--- config.mk ---
export PLATFORM = sky130hd
export DESIGN_NAME = xbus_channel_receiver_show_control_top
export DESIGN_NICKNAME = d
export VERILOG_FILES = /design/src/rtl/core/xbcr_pkg.sv /design/src/rtl/core/xbcr_window.sv /design/src/rtl/core/xbcr_chan_mem.sv /design/src/rtl/core/xbcr_show_ctrl.sv /design/src/rtl/core/xbus_channel_receiver_show_control_top.sv
export SDC_FILE = /design/constraint.sdc
export NUM_CORES = 1
export LEC_CHECK = 0
export ABC_AREA = 0
export BUFFER_PORTS_ARGS = -buffer_cell sky130_fd_sc_hd__buf_2
export CAP_MARGIN = 20
export CORE_ASPECT_RATIO = 1.75
export CORE_MARGIN = 2
export CORE_UTILIZATION = 55
export CTS_BUF_LIST = sky130_fd_sc_hd__clkbuf_4
export DETAILED_ROUTE_END_ITERATION = 16
export PLACE_DENSITY = 0.68
export RECOVER_POWER = 50
export SLEW_MARGIN = 20
export SYNTH_ARGS = -nofsm -noshare
export SYNTH_HDL_FRONTEND = slang
export SYNTH_SLANG_ARGS = --single-unit
--- constraint.sdc ---
create_clock -name aclk -period 9.8 [get_ports aclk]
set_input_delay 0 -clock aclk [delete_from_list [all_inputs] [get_ports aclk]]
set_output_delay 0 -clock aclk [all_outputs]
set_load 0.05 [all_outputs]
--- src/rtl/core/xbcr_pkg.sv ---
// Shared constants, types and helpers of the channel receiver
package xbcr_pkg;

    localparam int MAX_CHANNEL = 22;
    localparam int CH_W        = 5;
    localparam int US_W        = 12;
    localparam int CNT_W       = 4;
    localparam int IN_W        = 8;
    localparam int OUT_W       = 24;
    localparam int POS_W       = 16;
    localparam int PROD_W      = 27;
    localparam int CFG_IDX_W   = 3;
    localparam int CFG_DATA_W  = 12;

    localparam logic [10:0]       US_SCALE = 11'd1400;
    localparam logic [PROD_W-1:0] US_ROUND = 27'd32767;
    localparam logic [US_W-1:0]   US_BASE  = 12'd800;
    localparam logic [CNT_W-1:0]  CNT_MAX  = 4'd15;

    localparam logic [US_W-1:0]  RST_START_TH = 12'd1900;
    localparam logic [US_W-1:0]  RST_STOP_TH  = 12'd1200;
    localparam logic [US_W-1:0]  RST_BAIL_TH  = 12'd1800;
    localparam logic [CNT_W-1:0] RST_DEBOUNCE = 4'd5;
    localparam logic [CH_W-1:0]  RST_START_CH = 5'd6;
    localparam logic [CH_W-1:0]  RST_BAIL_CH  = 5'd8;

    typedef enum logic [CFG_IDX_W-1:0] {
        REG_START_TH = 3'd0,
        REG_STOP_TH  = 3'd1,
        REG_BAIL_TH  = 3'd2,
        REG_DEBOUNCE = 3'd3,
        REG_START_CH = 3'd4,
        REG_BAIL_CH  = 3'd5
    } cfg_reg_t;

    typedef enum logic [1:0] {
        EV_NONE        = 2'd0,
        EV_START       = 2'd1,
        EV_SWITCH_STOP = 2'd2,
        EV_BAIL_STOP   = 2'd3
    } show_event_t;

    typedef struct packed {
        logic [US_W-1:0]  start_th;
        logic [US_W-1:0]  stop_th;
        logic [US_W-1:0]  bail_th;
        logic [CNT_W-1:0] debounce;
        logic [CH_W-1:0]  start_ch;
        logic [CH_W-1:0]  bail_ch;
    } cfg_t;

    typedef struct packed {
        logic              valid;
        logic [CH_W-1:0]   ch;
        logic [PROD_W-1:0] prod;
    } rec_t;

    typedef struct packed {
        logic            en;
        logic [CH_W-1:0] addr;
        logic [US_W-1:0] data;
    } chan_wr_t;

    function automatic logic ch_in_range(input logic [CH_W-1:0] ch);
        return (ch != '0) && (ch <= CH_W'(MAX_CHANNEL));
    endfunction

endpackage

--- src/rtl/core/xbcr_window.sv ---
// Byte window with record header search and scaled position register
module xbcr_window (
    input  logic                       aclk,
    input  logic                       aresetn,
    input  logic                       byte_accept,
    input  logic [xbcr_pkg::IN_W-1:0]  byte_data,
    input  logic                       rec_take,
    output logic                       rec_issue,
    output xbcr_pkg::rec_t             rec
);
    import xbcr_pkg::*;

    logic [IN_W-1:0]   win_reg [3];
    logic [1:0]        fill_reg, fill_next;
    logic              header_ok;
    logic [POS_W-1:0]  pos;
    logic              rec_valid_reg;
    logic [CH_W-1:0]   rec_ch_reg;
    logic [PROD_W-1:0] rec_prod_reg;

    assign header_ok = (win_reg[0] != '0) && (win_reg[0] <= IN_W'(MAX_CHANNEL)) &&
                       (win_reg[1] == '0);
    assign pos       = {win_reg[2], byte_data};
    assign rec_issue = byte_accept && (fill_reg == 2'd3) && header_ok;

    always_comb begin
        fill_next = fill_reg;
        if (byte_accept) begin
            if (fill_reg != 2'd3) begin
                fill_next = fill_reg + 2'd1;
            end else if (header_ok) begin
                fill_next = 2'd0;
            end
        end
    end

    always_ff @(posedge aclk) begin
        if (!aresetn) begin
            fill_reg      <= 2'd0;
            rec_valid_reg <= 1'b0;
        end else begin
            fill_reg <= fill_next;
            if (rec_issue) begin
                rec_valid_reg <= 1'b1;
            end else if (rec_take) begin
                rec_valid_reg <= 1'b0;
            end
        end
    end

    always_ff @(posedge aclk) begin
        if (byte_accept) begin
            if (fill_reg != 2'd3) begin
                win_reg[fill_reg] <= byte_data;
            end else if (!header_ok) begin
                win_reg[0] <= win_reg[1];
                win_reg[1] <= win_reg[2];
                win_reg[2] <= byte_data;
            end
        end
        if (rec_issue) begin
            rec_ch_reg   <= win_reg[0][CH_W-1:0];
            rec_prod_reg <= PROD_W'(pos) * PROD_W'(US_SCALE) + US_ROUND;
        end
    end

    assign rec.valid = rec_valid_reg;
    assign rec.ch    = rec_ch_reg;
    assign rec.prod  = rec_prod_reg;

endmodule

--- src/rtl/core/xbcr_chan_mem.sv ---
// Per-channel value memory with two registered read ports, write forwarding and valid bits
module xbcr_chan_mem (
    input  logic                       aclk,
    input  logic                       aresetn,
    input  logic                       rd_en,
    input  logic [xbcr_pkg::CH_W-1:0]  rd_addr_a,
    input  logic [xbcr_pkg::CH_W-1:0]  rd_addr_b,
    input  xbcr_pkg::chan_wr_t         wr,
    output logic [xbcr_pkg::US_W-1:0]  rd_data_a,
    output logic [xbcr_pkg::US_W-1:0]  rd_data_b
);
    import xbcr_pkg::*;

    logic [US_W-1:0]    mem [MAX_CHANNEL+1];
    logic [MAX_CHANNEL:0] vld_reg;
    logic [US_W-1:0]    q_a_reg, q_b_reg;
    logic               ok_a_reg, ok_b_reg;
    logic               hit_a, hit_b;

    // pass a write on the same edge through to the read
    assign hit_a = wr.en && (wr.addr == rd_addr_a);
    assign hit_b = wr.en && (wr.addr == rd_addr_b);

    always_ff @(posedge aclk) begin
        if (wr.en) begin
            mem[wr.addr] <= wr.data;
        end
        if (rd_en) begin
            q_a_reg <= hit_a ? wr.data : mem[rd_addr_a];
            q_b_reg <= hit_b ? wr.data : mem[rd_addr_b];
        end
    end

    always_ff @(posedge aclk) begin
        if (!aresetn) begin
            vld_reg  <= '0;
            ok_a_reg <= 1'b0;
            ok_b_reg <= 1'b0;
        end else begin
            if (wr.en) begin
                vld_reg[wr.addr] <= 1'b1;
            end
            if (rd_en) begin
                ok_a_reg <= ch_in_range(rd_addr_a) ? (vld_reg[rd_addr_a] || hit_a) : 1'b0;
                ok_b_reg <= ch_in_range(rd_addr_b) ? (vld_reg[rd_addr_b] || hit_b) : 1'b0;
            end
        end
    end

    assign rd_data_a = ok_a_reg ? q_a_reg : '0;
    assign rd_data_b = ok_b_reg ? q_b_reg : '0;

endmodule

--- src/rtl/core/xbcr_show_ctrl.sv ---
// Position conversion, show start/stop debounce and result register
module xbcr_show_ctrl (
    input  logic                        aclk,
    input  logic                        aresetn,
    input  xbcr_pkg::cfg_t              cfg,
    input  xbcr_pkg::rec_t              rec,
    input  logic [xbcr_pkg::US_W-1:0]   start_mem,
    input  logic [xbcr_pkg::US_W-1:0]   bail_mem,
    input  logic                        m_tready,
    output logic                        rec_take,
    output xbcr_pkg::chan_wr_t          wr,
    output logic                        m_tvalid,
    output logic [xbcr_pkg::OUT_W-1:0]  m_tdata
);
    import xbcr_pkg::*;

    logic              out_valid_reg;
    logic [CH_W-1:0]   out_ch_reg;
    logic [US_W-1:0]   out_us_reg;
    logic              out_active_reg;
    show_event_t       out_event_reg;
    logic              running_reg, running_next;
    logic [CNT_W-1:0]  high_cnt_reg, high_cnt_next;
    logic [CNT_W-1:0]  low_cnt_reg, low_cnt_next;
    show_event_t       event_next;
    logic              adv;
    logic [PROD_W:0]   quot_sum;
    logic [US_W-1:0]   us;
    logic [US_W-1:0]   start_val, bail_val;

    assign adv      = !out_valid_reg || m_tready;
    assign rec_take = rec.valid && adv;

    // divide by 65535: (x + (x >> 16) + 1) >> 16
    assign quot_sum = (PROD_W+1)'(rec.prod) + (PROD_W+1)'(rec.prod >> 16) + 1'b1;
    assign us       = US_BASE + US_W'(quot_sum[PROD_W:16]);

    // forward this record's own value past the memory read
    assign start_val = (rec.ch == cfg.start_ch) ? us : start_mem;
    assign bail_val  = (rec.ch == cfg.bail_ch)  ? us : bail_mem;

    assign wr.en   = rec_take;
    assign wr.addr = rec.ch;
    assign wr.data = us;

    always_comb begin
        running_next  = running_reg;
        high_cnt_next = high_cnt_reg;
        low_cnt_next  = low_cnt_reg;
        event_next    = EV_NONE;
        if ((bail_val > cfg.bail_th) && running_next) begin
            running_next  = 1'b0;
            event_next    = EV_BAIL_STOP;
            high_cnt_next = '0;
            low_cnt_next  = '0;
        end
        if (start_val > cfg.start_th) begin
            high_cnt_next = (high_cnt_next < CNT_MAX) ? high_cnt_next + 1'b1 : CNT_MAX;
            if ((high_cnt_next >= cfg.debounce) && !running_next) begin
                running_next = 1'b1;
                event_next   = EV_START;
            end
            low_cnt_next = '0;
        end else if (start_val < cfg.stop_th) begin
            low_cnt_next = (low_cnt_next < CNT_MAX) ? low_cnt_next + 1'b1 : CNT_MAX;
            if ((low_cnt_next >= cfg.debounce) && running_next) begin
                running_next = 1'b0;
                event_next   = EV_SWITCH_STOP;
            end
            high_cnt_next = '0;
        end else begin
            high_cnt_next = '0;
            low_cnt_next  = '0;
        end
    end

    always_ff @(posedge aclk) begin
        if (!aresetn) begin
            out_valid_reg <= 1'b0;
            running_reg   <= 1'b0;
            high_cnt_reg  <= '0;
            low_cnt_reg   <= '0;
        end else begin
            if (rec_take) begin
                out_valid_reg <= 1'b1;
                running_reg   <= running_next;
                high_cnt_reg  <= high_cnt_next;
                low_cnt_reg   <= low_cnt_next;
            end else if (m_tready) begin
                out_valid_reg <= 1'b0;
            end
        end
    end

    always_ff @(posedge aclk) begin
        if (rec_take) begin
            out_ch_reg     <= rec.ch;
            out_us_reg     <= us;
            out_active_reg <= running_next;
            out_event_reg  <= event_next;
        end
    end

    assign m_tvalid = out_valid_reg;
    assign m_tdata  = {4'b0000, out_event_reg, out_active_reg, out_us_reg, out_ch_reg};

endmodule

--- src/rtl/core/xbus_channel_receiver_show_control_top.sv ---
// Path: a record's last byte loads the record register, then the result register.
// Throughput: one byte per cycle; input stalls only while a record waits behind an
//   unaccepted result beat. Records are at least four bytes apart.
// Reset: synchronous on aresetn low; clears the byte window, the channel valid bits,
//   the debounce counters and show state, and restores register defaults.
module xbus_channel_receiver_show_control_top (
    input  logic                             aclk,
    input  logic                             aresetn,
    input  logic                             s_tvalid,
    output logic                             s_tready,
    input  logic [xbcr_pkg::IN_W-1:0]        s_tdata,   // [7:0] rx_byte
    output logic                             m_tvalid,
    input  logic                             m_tready,
    output logic [xbcr_pkg::OUT_W-1:0]       m_tdata,   // [4:0] channel_id,
                                                        // [16:5] pulse_width_us,
                                                        // [17] show_active,
                                                        // [19:18] show_event
    input  logic                             cfg_valid,
    output logic                             cfg_ready,
    input  logic [xbcr_pkg::CFG_IDX_W-1:0]   cfg_index,
    input  logic [xbcr_pkg::CFG_DATA_W-1:0]  cfg_data
);
    import xbcr_pkg::*;

    cfg_t        cfg_reg;
    rec_t        rec;
    chan_wr_t    wr;
    logic        rec_issue;
    logic        rec_take;
    logic        byte_accept;
    logic [US_W-1:0] start_mem, bail_mem;

    assign cfg_ready   = aresetn;
    assign s_tready    = aresetn && (!rec.valid || rec_take);
    assign byte_accept = s_tvalid && s_tready;

    always_ff @(posedge aclk) begin
        if (!aresetn) begin
            cfg_reg.start_th <= RST_START_TH;
            cfg_reg.stop_th  <= RST_STOP_TH;
            cfg_reg.bail_th  <= RST_BAIL_TH;
            cfg_reg.debounce <= RST_DEBOUNCE;
            cfg_reg.start_ch <= RST_START_CH;
            cfg_reg.bail_ch  <= RST_BAIL_CH;
        end else if (cfg_valid && cfg_ready) begin
            case (cfg_reg_t'(cfg_index))
                REG_START_TH: cfg_reg.start_th <= cfg_data[US_W-1:0];
                REG_STOP_TH:  cfg_reg.stop_th  <= cfg_data[US_W-1:0];
                REG_BAIL_TH:  cfg_reg.bail_th  <= cfg_data[US_W-1:0];
                REG_DEBOUNCE: cfg_reg.debounce <= cfg_data[CNT_W-1:0];
                REG_START_CH: cfg_reg.start_ch <= cfg_data[CH_W-1:0];
                REG_BAIL_CH:  cfg_reg.bail_ch  <= cfg_data[CH_W-1:0];
                default: ;
            endcase
        end
    end

    xbcr_window u_window (
        .aclk        (aclk),
        .aresetn     (aresetn),
        .byte_accept (byte_accept),
        .byte_data   (s_tdata),
        .rec_take    (rec_take),
        .rec_issue   (rec_issue),
        .rec         (rec)
    );

    xbcr_chan_mem u_chan_mem (
        .aclk      (aclk),
        .aresetn   (aresetn),
        .rd_en     (rec_issue),
        .rd_addr_a (cfg_reg.start_ch),
        .rd_addr_b (cfg_reg.bail_ch),
        .wr        (wr),
        .rd_data_a (start_mem),
        .rd_data_b (bail_mem)
    );

    xbcr_show_ctrl u_show_ctrl (
        .aclk      (aclk),
        .aresetn   (aresetn),
        .cfg       (cfg_reg),
        .rec       (rec),
        .start_mem (start_mem),
        .bail_mem  (bail_mem),
        .m_tready  (m_tready),
        .rec_take  (rec_take),
        .wr        (wr),
        .m_tvalid  (m_tvalid),
        .m_tdata   (m_tdata)
    );

endmodule

==> flow_summary_export.csv, run 1 <==
group,metric,value,unit
sta,worst_slack,2.90,ns
die,io_pins,55,
power,seq_power_share,47.0,%
placement,dp_cells,2444,
run_status,outcome,"finished, violations left",
die,start_util,55.5,%
grt,grt-ovfl-total,0,
grt,grt_pass1_wl,98700,um
power,power.internal,3.26,mW
placement,dp_slack,2.86,ns
synthesis,synthXorXnorAreaFrac,1.98,%
clock_network,cts.clk_slew.worst_paths,0.07,ns
synthesis,yosysWarnings,0,
final_layout,regArea,13000,um^2
grt,busiest_layer,"met2",
setup_path,cp_data_required_time,10.33,ns
synthesis,syn_inst,1879,
power,power.density,162,nW/um^2
sta,setup_viol,0,
drt,wl_per_cell,23.9,um
clock_network,cts_root_buf,"clkbuf_4",
sta,skew,0.0895,ns
clock_network,clkLatencyLatePin,0.85,ns
clock_network,cts_sinks,461,
final_layout,final-instance-count-excl-fill,2680,
setup_path,worstPathArrival,7.43,ns
setup_path,r2r_start,"u_window.rec_prod_reg[20]",
drt,drcViolationCount,0,
drt,antenna_left,0,
setup_path,crit_type,"reg2reg",
setup_path,cp_slowest_stage_delay,0.70,ns
setup_path,reg2reg_to,"u_show_ctrl.out_event_reg[0]",
setup_path,cp_top_family,"compound AO/OA/AOI/OAI gates",
setup_path,startpoint,"u_window.rec_prod_reg[20]",
synthesis,async_flop_share,0,%
grt,antenna_found_initial,2,
power,total_power,4.55,mW
final_layout,final_util,61.0,%
grt,grt_pass1_vias,17300,
placement,post-dp-hpwl,42500,um
die,dieWidth,167,um
sta,report.final.slew_viol_count,334,
synthesis,ys_ff_latch,461,
clock_network,cts_resized,0,
synthesis,synth-simple-area-share,7.40,%
drt,first_iter_violations,1154,
synthesis,ys_seq_area_share,50.9,%
synthesis,synth-adder-area-share,10.4,%
grt,grt_use_met3,3.95,%
sta,maxClockFrequency,145,MHz
sta,post-route-period-util,70.4,%
final_layout,drive_gt1_share,19.9,%
setup_path,worstSetupStartpointType,"register",
drt,wl,64200,um
setup_path,cp_common_cell,"ha_1",
setup_path,path_max_fanout,25,
drt,num_vias,16600,
drt,viasPerCell,6.18,
setup_path,end_kind,"register",
sta,hold_violations,0,
synthesis,synth_top_family_by_area,"multiplexers",
setup_path,critical_path_buf_inv_count,2,
run_status,violations,"capacitance limit, slew limit",
grt,grt_max_degree,69,
sta,finalCriticalPeriod,6.90,ns
final_layout,multi_input_area,11600,um^2
die,fp.dieArea,48100,um^2
setup_path,reg2regPathDepth,29,
die,core_area,45900,um^2
power,leakagePower,10.1,nW
final_layout,final_cell_area,28000,um^2
power,combPwrFrac,20.1,%
setup_path,cp_slowest_cell,"ha_1",
die,die_h,289,um
sta,finalSetupTns,0,ns
drt,first_pass_iters,7,
synthesis,synth_edf_count,373,
synthesis,syn_area,25500,um^2
hold_path,hold_class,"in2reg",
sta,relSlewSlack,-92.4,%
synthesis,synthMuxAreaShare,17.0,%
final_layout,largest_reg_flops,276,
synthesis,synth_compound_area_share,8.53,%
clock_network,clk_path_buf_depth,3,
sta,hold_ws,0.0652,ns
grt,track_usage,27.3,%
synthesis,ys.flop_type,"edfxtp_1",
setup_path,crit_end,"u_show_ctrl.out_event_reg[0]",
clock_network,cts_tree,"built",
clock_network,cts_buffers,103,
power,p_sw,1.29,mW
synthesis,ys_types,90,
flow_run,drv_cap,18,
setup_path,cp.depth,29,
clock_network,htree_levels,3,
sta,rsz0062_at_grt,"no",
grt,gr-usage-met2,47.8,%
setup_path,r2r_slack,2.90,ns
placement,gp_congestion,0.905,
power,swShare,28.4,%
power,vdd_drop_max,0.103,mV
grt,grt_util_met1,31.9,%
sta,tightest_slew,2.89,ns
placement,place_area,26300,um^2
final_layout,fillers,3618,
placement,portBuffers,50,
die,row_count,104,
power,clock_power_share,32.9,%
final_layout,area_growth,10.0,%
final_layout,fin_nets,2224,
synthesis,avgSynthCellArea,13.6,um^2
==> placed cells by master (no fill, tap or decap), drive strengths merged, types with 42 or more instances in the layout <==
cell type      n
dlygate4sd3   50
dfxtp         88
o211ai        45
nand2        159
o21ai        107
mux4         156
inv          156
ha           126
fa            53
mux2i         71
clkbuf       194
edfxtp       373
nand3         53
a21oi         42
nor2          53
==> worst register-to-register path, delay by kind of cell (launching register included) <==
family	cells	cell delay, ns
buffers and inverters	2	0.25
and+or+nand+nor	7	1.24
adders and majority gates	5	1.80
AOI/OAI and AO/OA	14	2.51
DFF	1	0.48
xor gates and xnor gates	1	0.39
==> what timing repair did <==
action	4_1_cts	5_1_grt
endpoints found under the hold margin	122	0
setup buffers	0	0
hold buffers	50	0
==> worst min-delay path by stage <==
stage | start | slack, ns | end | depth (start not counted)
floorplan | s_tdata[0] | 0.1 | u_window.win_reg[2][0] | 0
global placement | cfg_data[5] | 0.28 | cfg_reg[31] | 3
detailed placement | cfg_data[5] | 0.29 | cfg_reg[31] | 3
CTS | cfg_data[11] | 0.003 | cfg_reg[25] | 4
global route | cfg_data[10] | 0.05 | cfg_reg[36] | 4
finish | cfg_data[11] | 0.07 | cfg_reg[25] | 4
==> cell usage after synthesis, drive strengths merged, types with 32 or more instances <==
cell type | number | share of area, %
a21oi | 42 | 0.84
nor2 | 53 | 0.78
clkbuf | 50 | 0.74
dfxtp | 88 | 6.9
buf | 44 | 0.88
nand2 | 159 | 2.4
o21a | 32 | 0.98
fa | 53 | 4.2
mux2i | 71 | 2.8
ha | 126 | 6.2
o21ai | 107 | 2.1
edfxtp | 373 | 44
mux4 | 156 | 14
nand3 | 53 | 1.1
inv | 152 | 2.2
o211ai | 45 | 1.3
==> layer usage <==
| layer | up-vias | share of wire (%) |
|---|---|---|
| met5 | - | 0 |
| met4 | 0 | 6.4 |
| met3 | 158 | 6.9 |
| met2 | 681 | 51 |
| met1 | 8265 | 36 |
| li1 | 7466 | - |
==> cell type report <==
class | count | share of cell area [%]
Inverter | 152 | 2.04
Tap cell | 583 | 2.60
Multi-Input combinational cell | 1175 | 41.2
Clock buffer | 154 | 4.13
Antenna cell | 2 | 0.0179
Clock inverter | 29 | 0.634
Timing Repair Buffer | 124 | 3.05
Sequential cell | 461 | 46.3
==> power groups by stage <==
stage	sequential, mW	combinational, mW	clock, mW
2_1_floorplan	2.18	0.725	0
3_3_place_gp	2.18	0.884	0
3_5_place_dp	2.18	0.903	0
4_1_cts	2.14	0.921	1.53
5_1_grt	2.14	1.02	1.62
6_report	2.14	0.913	1.50
==> cells by family after synthesis <==
family / Yosys count
multiplexers: 236
flip-flops: 461
buffers and inverters: 246
AO/OA/AOI/OAI: 316
other: 1
AND/OR/NAND/NOR: 384
adder cells (fa/ha/maj): 179
XOR/XNOR: 56
Power figures use the tool's default switching activity.
==> inputs of run 2 (changes only) <==
--- a/config.mk
+++ b/config.mk
@@ -5,7 +5,7 @@
 export SDC_FILE = /design/constraint.sdc
 export NUM_CORES = 1
 export LEC_CHECK = 0
-export ABC_AREA = 0
+export ABC_AREA = 1
 export BUFFER_PORTS_ARGS = -buffer_cell sky130_fd_sc_hd__buf_2
 export CAP_MARGIN = 20
 export CORE_ASPECT_RATIO = 1.75
==> constraint.sdc (replaced) <==
create_clock -name aclk -period 6.35 [get_ports aclk]
set_input_delay 0 -clock aclk [delete_from_list [all_inputs] [get_ports aclk]]
set_output_delay 0 -clock aclk [all_outputs]
set_load 0.05 [all_outputs]
==> run 2 against run 1 <==
Compared with the run above:
- the run still ends with capacitance limit, slew limit left
- critical endpoint is now u_show_ctrl.out_active_reg
- utilization increased by 0.15 points
- sequential share of layout area decreased by 1.8 points
- combinational power up 110%
- cell count rose by 40%
- critical path type unchanged
- sequential cell count unchanged
- non-clock buffer count increased by 16
==> flow_summary_export.csv, run 2 <==
group,metric,value,unit
setup_path,crit_type,"reg2reg",
grt,grt-ovfl-total,0,
setup_path,worstSetupStartpointType,"register",
flow_run,drv_cap,17,
final_layout,largest_reg_flops,276,
clock_network,clk_path_buf_depth,3,
grt,grt_max_degree,104,
grt,antenna_found_initial,2,
placement,dp_cells,3503,
clock_network,cts.clk_slew.worst_paths,0.07,ns
synthesis,synth_area_leaders,"edfxtp_1 (42%), o21ai_0 (6.9%), nand2_1 (6.8%), dfxtp_1 (6.7%), ha_1 (6.0%)",
synthesis,ys_types,52,
hold_path,min_from,"cfg_data[5]",
synthesis,synth_top_area_share,42.3,%
drt,drcViolationCount,0,
die,die_h,294,um
setup_path,critical_path_buf_inv_count,5,
final_layout,final-instance-count-excl-fill,3758,
synthesis,syn_inst,2957,
final_layout,area_growth,10.1,%
sta,maxClockFrequency,176,MHz
clock_network,cts_buffers,107,
synthesis,ys_seq_area_share,49.0,%
clock_network,cts_root_buf,"clkbuf_4",
die,io_pins,55,
sta,tightest_slew,2.77,ns
setup_path,cp_slowest_cell,"edfxtp_1",
clock_network,cts_resized,0,
setup_path,startpoint,"u_window.rec_prod_reg[23]",
clock_network,post_cts_buffers,0,
synthesis,avgSynthCellArea,8.95,um^2
setup_path,cp_top_family,"simple AND/OR/NAND/NOR gates",
final_layout,regArea,13000,um^2
placement,gp_congestion,0.998,
drt,num_vias,22800,
sta,relSlewSlack,-84.6,%
final_layout,fin_nets,3276,
final_layout,final_common_cell,"nand2_1",
placement,portBuffers,50,
sta,skew,0.0963,ns
clock_network,clkLatencyLatePin,0.88,ns
power,vdd_drop_max,0.292,mV
synthesis,ys.flop_type,"edfxtp_1",
sta,hold_violations,0,
power,leakagePower,11.8,nW
grt,track_usage,34.6,%
synthesis,syn_area,26500,um^2
synthesis,yosysWarnings,0,
sta,report.final.slew_viol_count,284,
power,power.density,264,nW/um^2
run_status,outcome,"finished, violations left",
drt,viasPerCell,6.06,
synthesis,synth_edf_count,373,
die,core_area,47600,um^2
die,start_util,55.6,%
sta,setup_viol,0,
final_layout,multi_input_area,11500,um^2
setup_path,worstPathArrival,6.28,ns
synthesis,yosys.area.top_type,"edfxtp_1",
final_layout,fillers,4152,
drt,wl_per_cell,22.9,um
die,fp.dieArea,49900,um^2
sta,post-route-period-util,89.5,%
setup_path,r2r_start,"u_window.rec_prod_reg[23]",
run_status,violations,"capacitance limit, slew limit",
setup_path,cp_data_required_time,6.95,ns
drt,wl,86000,um
clock_network,cts_tree,"built",
setup_path,end_kind,"register",
setup_path,cp_slowest_stage_delay,0.49,ns
final_layout,drive_gt1_share,9.02,%
drt,first_iter_violations,2206,
setup_path,cp_common_cell,"nand2_1",
drt,first_pass_iters,6,
placement,place_area,27300,um^2
sta,finalCriticalPeriod,5.68,ns
sta,rsz0062_at_grt,"no",
synthesis,synth_commonest_cells,"nand2_1 (476), inv_1 (380), edfxtp_1 (373)",
clock_network,cts_sinks,461,
clock_network,holdBufCountCts,51,
hold_path,hold_class,"in2reg",
grt,grt_pass1_wl,128000,um
final_layout,final_cell_mix,"nand2_1 (476), inv_1 (380), edfxtp_1 (373)",
placement,post-dp-hpwl,59000,um
grt,grt_pass1_vias,23100,
sta,finalSetupTns,0,ns
synthesis,yosysMostFrequentCell,"nand2_1",
final_layout,final_cell_area,29100,um^2
clock_network,htree_levels,3,
die,dieWidth,170,um
synthesis,ys_ff_latch,461,
setup_path,path_max_fanout,11,
synthesis,async_flop_share,0,%
drt,antenna_left,0,
die,row_count,106,
## run 2: worst paths after layout
path / cells past startpoint / end / slack [ns]
setup reg to reg: 37 / u_show_ctrl.out_active_reg / 0.67
hold / removal: 4 / cfg_reg[19] / 0.08
setup / recovery: 37 / u_show_ctrl.out_active_reg / 0.67
hold reg to reg: 2 / cfg_reg[32] / 0.46
## run 2: routing by layer
| layer | global-route usage, % | share of wire (%) | vias up |
|---|---|---|---|
| li1 | - | - | 10500 |
| met1 | 35.8 | 33 | 10800 |
| met2 | 60.8 | 50 | 1142 |
| met3 | 5.35 | 7.3 | 349 |
| met4 | 29.5 | 8.9 | 0 |
| met5 | 0 | 0 | - |
## run 2: area by class of cell
| cell class | instances | area share, % |
|---|---|---|
| clock buffers | 166 | 4.28 |
| clock inverters | 35 | 0.614 |
| multi-input cells | 1967 | 39.6 |
| diodes | 3 | 0.0258 |
| flip-flops and latches | 461 | 44.6 |
| inverters | 392 | 5.05 |
| repair buffers | 140 | 3.36 |
| well taps | 594 | 2.55 |
## run 2: report_power, final
part / leakage, nW / internal (mW) / switching [mW]
clock: 0.856 / 1.24 / 1.23
sequential: 4.06 / 3.30 / 0.0164
combinational: 6.88 / 0.642 / 1.28
## run 2: kinds of logic after synthesis
kind of cell	after synthesis	synth area share (%)
AO/OA/AOI/OAI	783	16.2
other	1	0.0142
XOR/XNOR	44	1.64
adder cells (fa/ha/maj)	179	9.97
buffers and inverters	532	7.66
flip-flops	461	49.0
AND/OR/NAND/NOR	957	15.5
## run 2: per-stage QoR
step                setup WS, ns  hold slack, ns  power, mW  utilization [%]
floorplan                  0.365          0.0989       4.81                -
global placement           0.793           0.277       5.23             57.3
detailed placement         0.751           0.284       5.26             57.4
CTS                        0.791         0.00303       7.72             61.4
global route               0.112          0.0580       8.08             61.2
finish                     0.667          0.0813       7.70             61.2
## run 2: worst min-delay path: cells and delay by family
family / cells / cell delay [ns]
compound gates: 2 / 0.23
buf+inv: 2 / 0.69
==> inputs of run 3 (changes only) <==
--- a/config.mk
+++ b/config.mk
@@ -5,15 +5,16 @@
 export SDC_FILE = /design/constraint.sdc
 export NUM_CORES = 1
 export LEC_CHECK = 0
-export ABC_AREA = 1
 export BUFFER_PORTS_ARGS = -buffer_cell sky130_fd_sc_hd__buf_2
 export CAP_MARGIN = 20
+export CELL_PAD_IN_SITES_DETAIL_PLACEMENT = 1
+export CELL_PAD_IN_SITES_GLOBAL_PLACEMENT = 2
 export CORE_ASPECT_RATIO = 1.75
 export CORE_MARGIN = 2
-export CORE_UTILIZATION = 55
+export CORE_UTILIZATION = 47
 export CTS_BUF_LIST = sky130_fd_sc_hd__clkbuf_4
 export DETAILED_ROUTE_END_ITERATION = 16
-export PLACE_DENSITY = 0.68
+export PLACE_DENSITY = 0.79
 export RECOVER_POWER = 50
 export SLEW_MARGIN = 20
 export SYNTH_ARGS = -nofsm -noshare
==> run 3 against run 2 <==
Compared with the run above:
- the run still ends with capacitance limit, slew limit left
- routed wire length is 14% lower
- register-to-register slack worse by 0.30 ns
- cell count is 24% lower
- sequential cell count stayed put
- clock skew is 0.039 ns lower
- critical endpoint is now u_show_ctrl.out_event_reg[1]
- largest power group unchanged
- highest routed layer unchanged
==> flow_summary_export.csv, run 3 (same netlist as run 1, synthesis figures left out) <==
group,metric,value,unit
setup_path,cp_common_cell,"ha_1",
setup_path,worstPathArrival,6.64,ns
sta,setup_viol,0,
final_layout,final_util,53.6,%
grt,grt_pass1_vias,18800,
placement,portBuffers,50,
setup_path,cp_slowest_stage_delay,0.48,ns
clock_network,clkLatencyLatePin,0.94,ns
drt,num_vias,17000,
final_layout,area_growth,12.3,%
setup_path,crit_type,"reg2reg",
power,vdd_drop_max,0.148,mV
setup_path,end_kind,"register",
die,start_util,47.7,%
placement,post-dp-hpwl,49200,um
final_layout,fin_nets,2279,
setup_path,cp_top_family,"compound AO/OA/AOI/OAI gates",
drt,antenna_left,0,
hold_path,hold_class,"in2reg",
sta,skew,0.0574,ns
sta,post-route-period-util,94.3,%
placement,place_area,26700,um^2
sta,tightest_slew,3.42,ns
run_status,violations,"capacitance limit, slew limit",
grt,grt-ovfl-total,0,
setup_path,cp_slowest_cell,"edfxtp_1",
clock_network,htree_levels,3,
clock_network,cts.clk_slew.worst_paths,0.07,ns
setup_path,critical_path_buf_inv_count,0,
power,leakagePower,10.3,nW
grt,gr-usage-met2,48.4,%
setup_path,cp_data_required_time,7.01,ns
die,dieWidth,180,um
grt,track_usage,26.6,%
clock_network,cts_sinks,461,
grt,antenna_found_initial,2,
clock_network,cts_root_buf,"clkbuf_4",
clock_network,cts_tree,"built",
final_layout,drive_gt1_share,20.0,%
drt,viasPerCell,5.96,
drt,wl_per_cell,25.8,um
die,core_area,53400,um^2
clock_network,cts_buffers,107,
final_layout,final_common_cell,"edfxtp_1",
grt,grt_util_met1,30.4,%
sta,hold_violations,0,
grt,grt_pass1_wl,112000,um
sta,report.final.slew_viol_count,143,
sta,finalCriticalPeriod,5.99,ns
final_layout,final_cell_mix,"edfxtp_1 (373), nand2_1 (158), mux4_2 (156)",
die,io_pins,55,
sta,relSlewSlack,-128,%
die,fp.dieArea,56200,um^2
power,total_power,7.12,mW
drt,drcViolationCount,0,
clock_network,clk_path_buf_depth,3,
grt,grt_max_degree,95,
sta,maxClockFrequency,167,MHz
setup_path,worstSetupStartpointType,"register",
setup_path,path_max_fanout,13,
die,row_count,112,
placement,gp_congestion,0.868,
drt,first_pass_iters,5,
flow_run,drv_cap,5,
die,die_h,312,um
grt,busiest_layer,"met2",
drt,wl,73600,um
power,power.density,249,nW/um^2
drt,first_iter_violations,1087,
grt,grt_use_met3,3.85,%
final_layout,final_cell_area,28600,um^2
sta,hold_ws,0.0953,ns
final_layout,largest_reg_flops,276,
run_status,outcome,"finished, violations left",
run 3: timing repair:
item,CTS,global route
resized for setup,2,7
endpoints found under the setup margin,4,4
pin swaps,0,1
hold endpoints to repair,156,0
hold buffers,66,0
buffers inserted,0,3
run 3: routing by layer:
layer  wire (um)  vias to the layer above
met5           0                        -
met4        3570                        0
met3        3500                      177
met2       39700                      522
met1       26800                     8703
li1            -                     7566
run 3: tightest hold or removal path, cell delays in order:
cell and delay [ns]:
dlygate4sd3_1 0.54, buf_2 0.22, nand2_1 0.09, o211ai_1 0.08
run 3: path summary, 6_finish.rpt:
check        cells after the start  slack (ns)                      start                           end
max                             29        0.36  u_window.rec_prod_reg[20]  u_show_ctrl.out_event_reg[1]
min                              4         0.1                cfg_data[3]                   cfg_reg[17]
min reg2reg                      2        0.48                cfg_reg[25]                   cfg_reg[25]
max reg2reg                     29        0.36  u_window.rec_prod_reg[20]  u_show_ctrl.out_event_reg[1]
run 3: layout make-up:
type | count | area (um^2)
fillers | 5400 | 24800
flip-flops and latches | 461 | 13000
multi-input cells | 1175 | 11600
repair buffers | 175 | 1240
clock buffers | 145 | 1090
well taps | 684 | 856
inverters | 152 | 571
clock inverters | 53 | 265
diodes | 4 | 10.0
run 3: power breakdown:
group	switching [mW]	internal, mW
Clock	1.26	1.12
Combinational	0.861	0.588
Sequential	0.00915	3.29
Total	2.13	5.00
run 3: through the flow:
step	std cells	setup TNS (ns)	setup WS, ns
6_report	2849	0	0.365
5_1_grt	2848	-0.0996	-0.0595
4_1_cts	2842	0	0.00709
3_5_place_dp	2578	-0.525	-0.206
3_3_place_gp	2577	0	0.0704
2_1_floorplan	1882	0	0.444
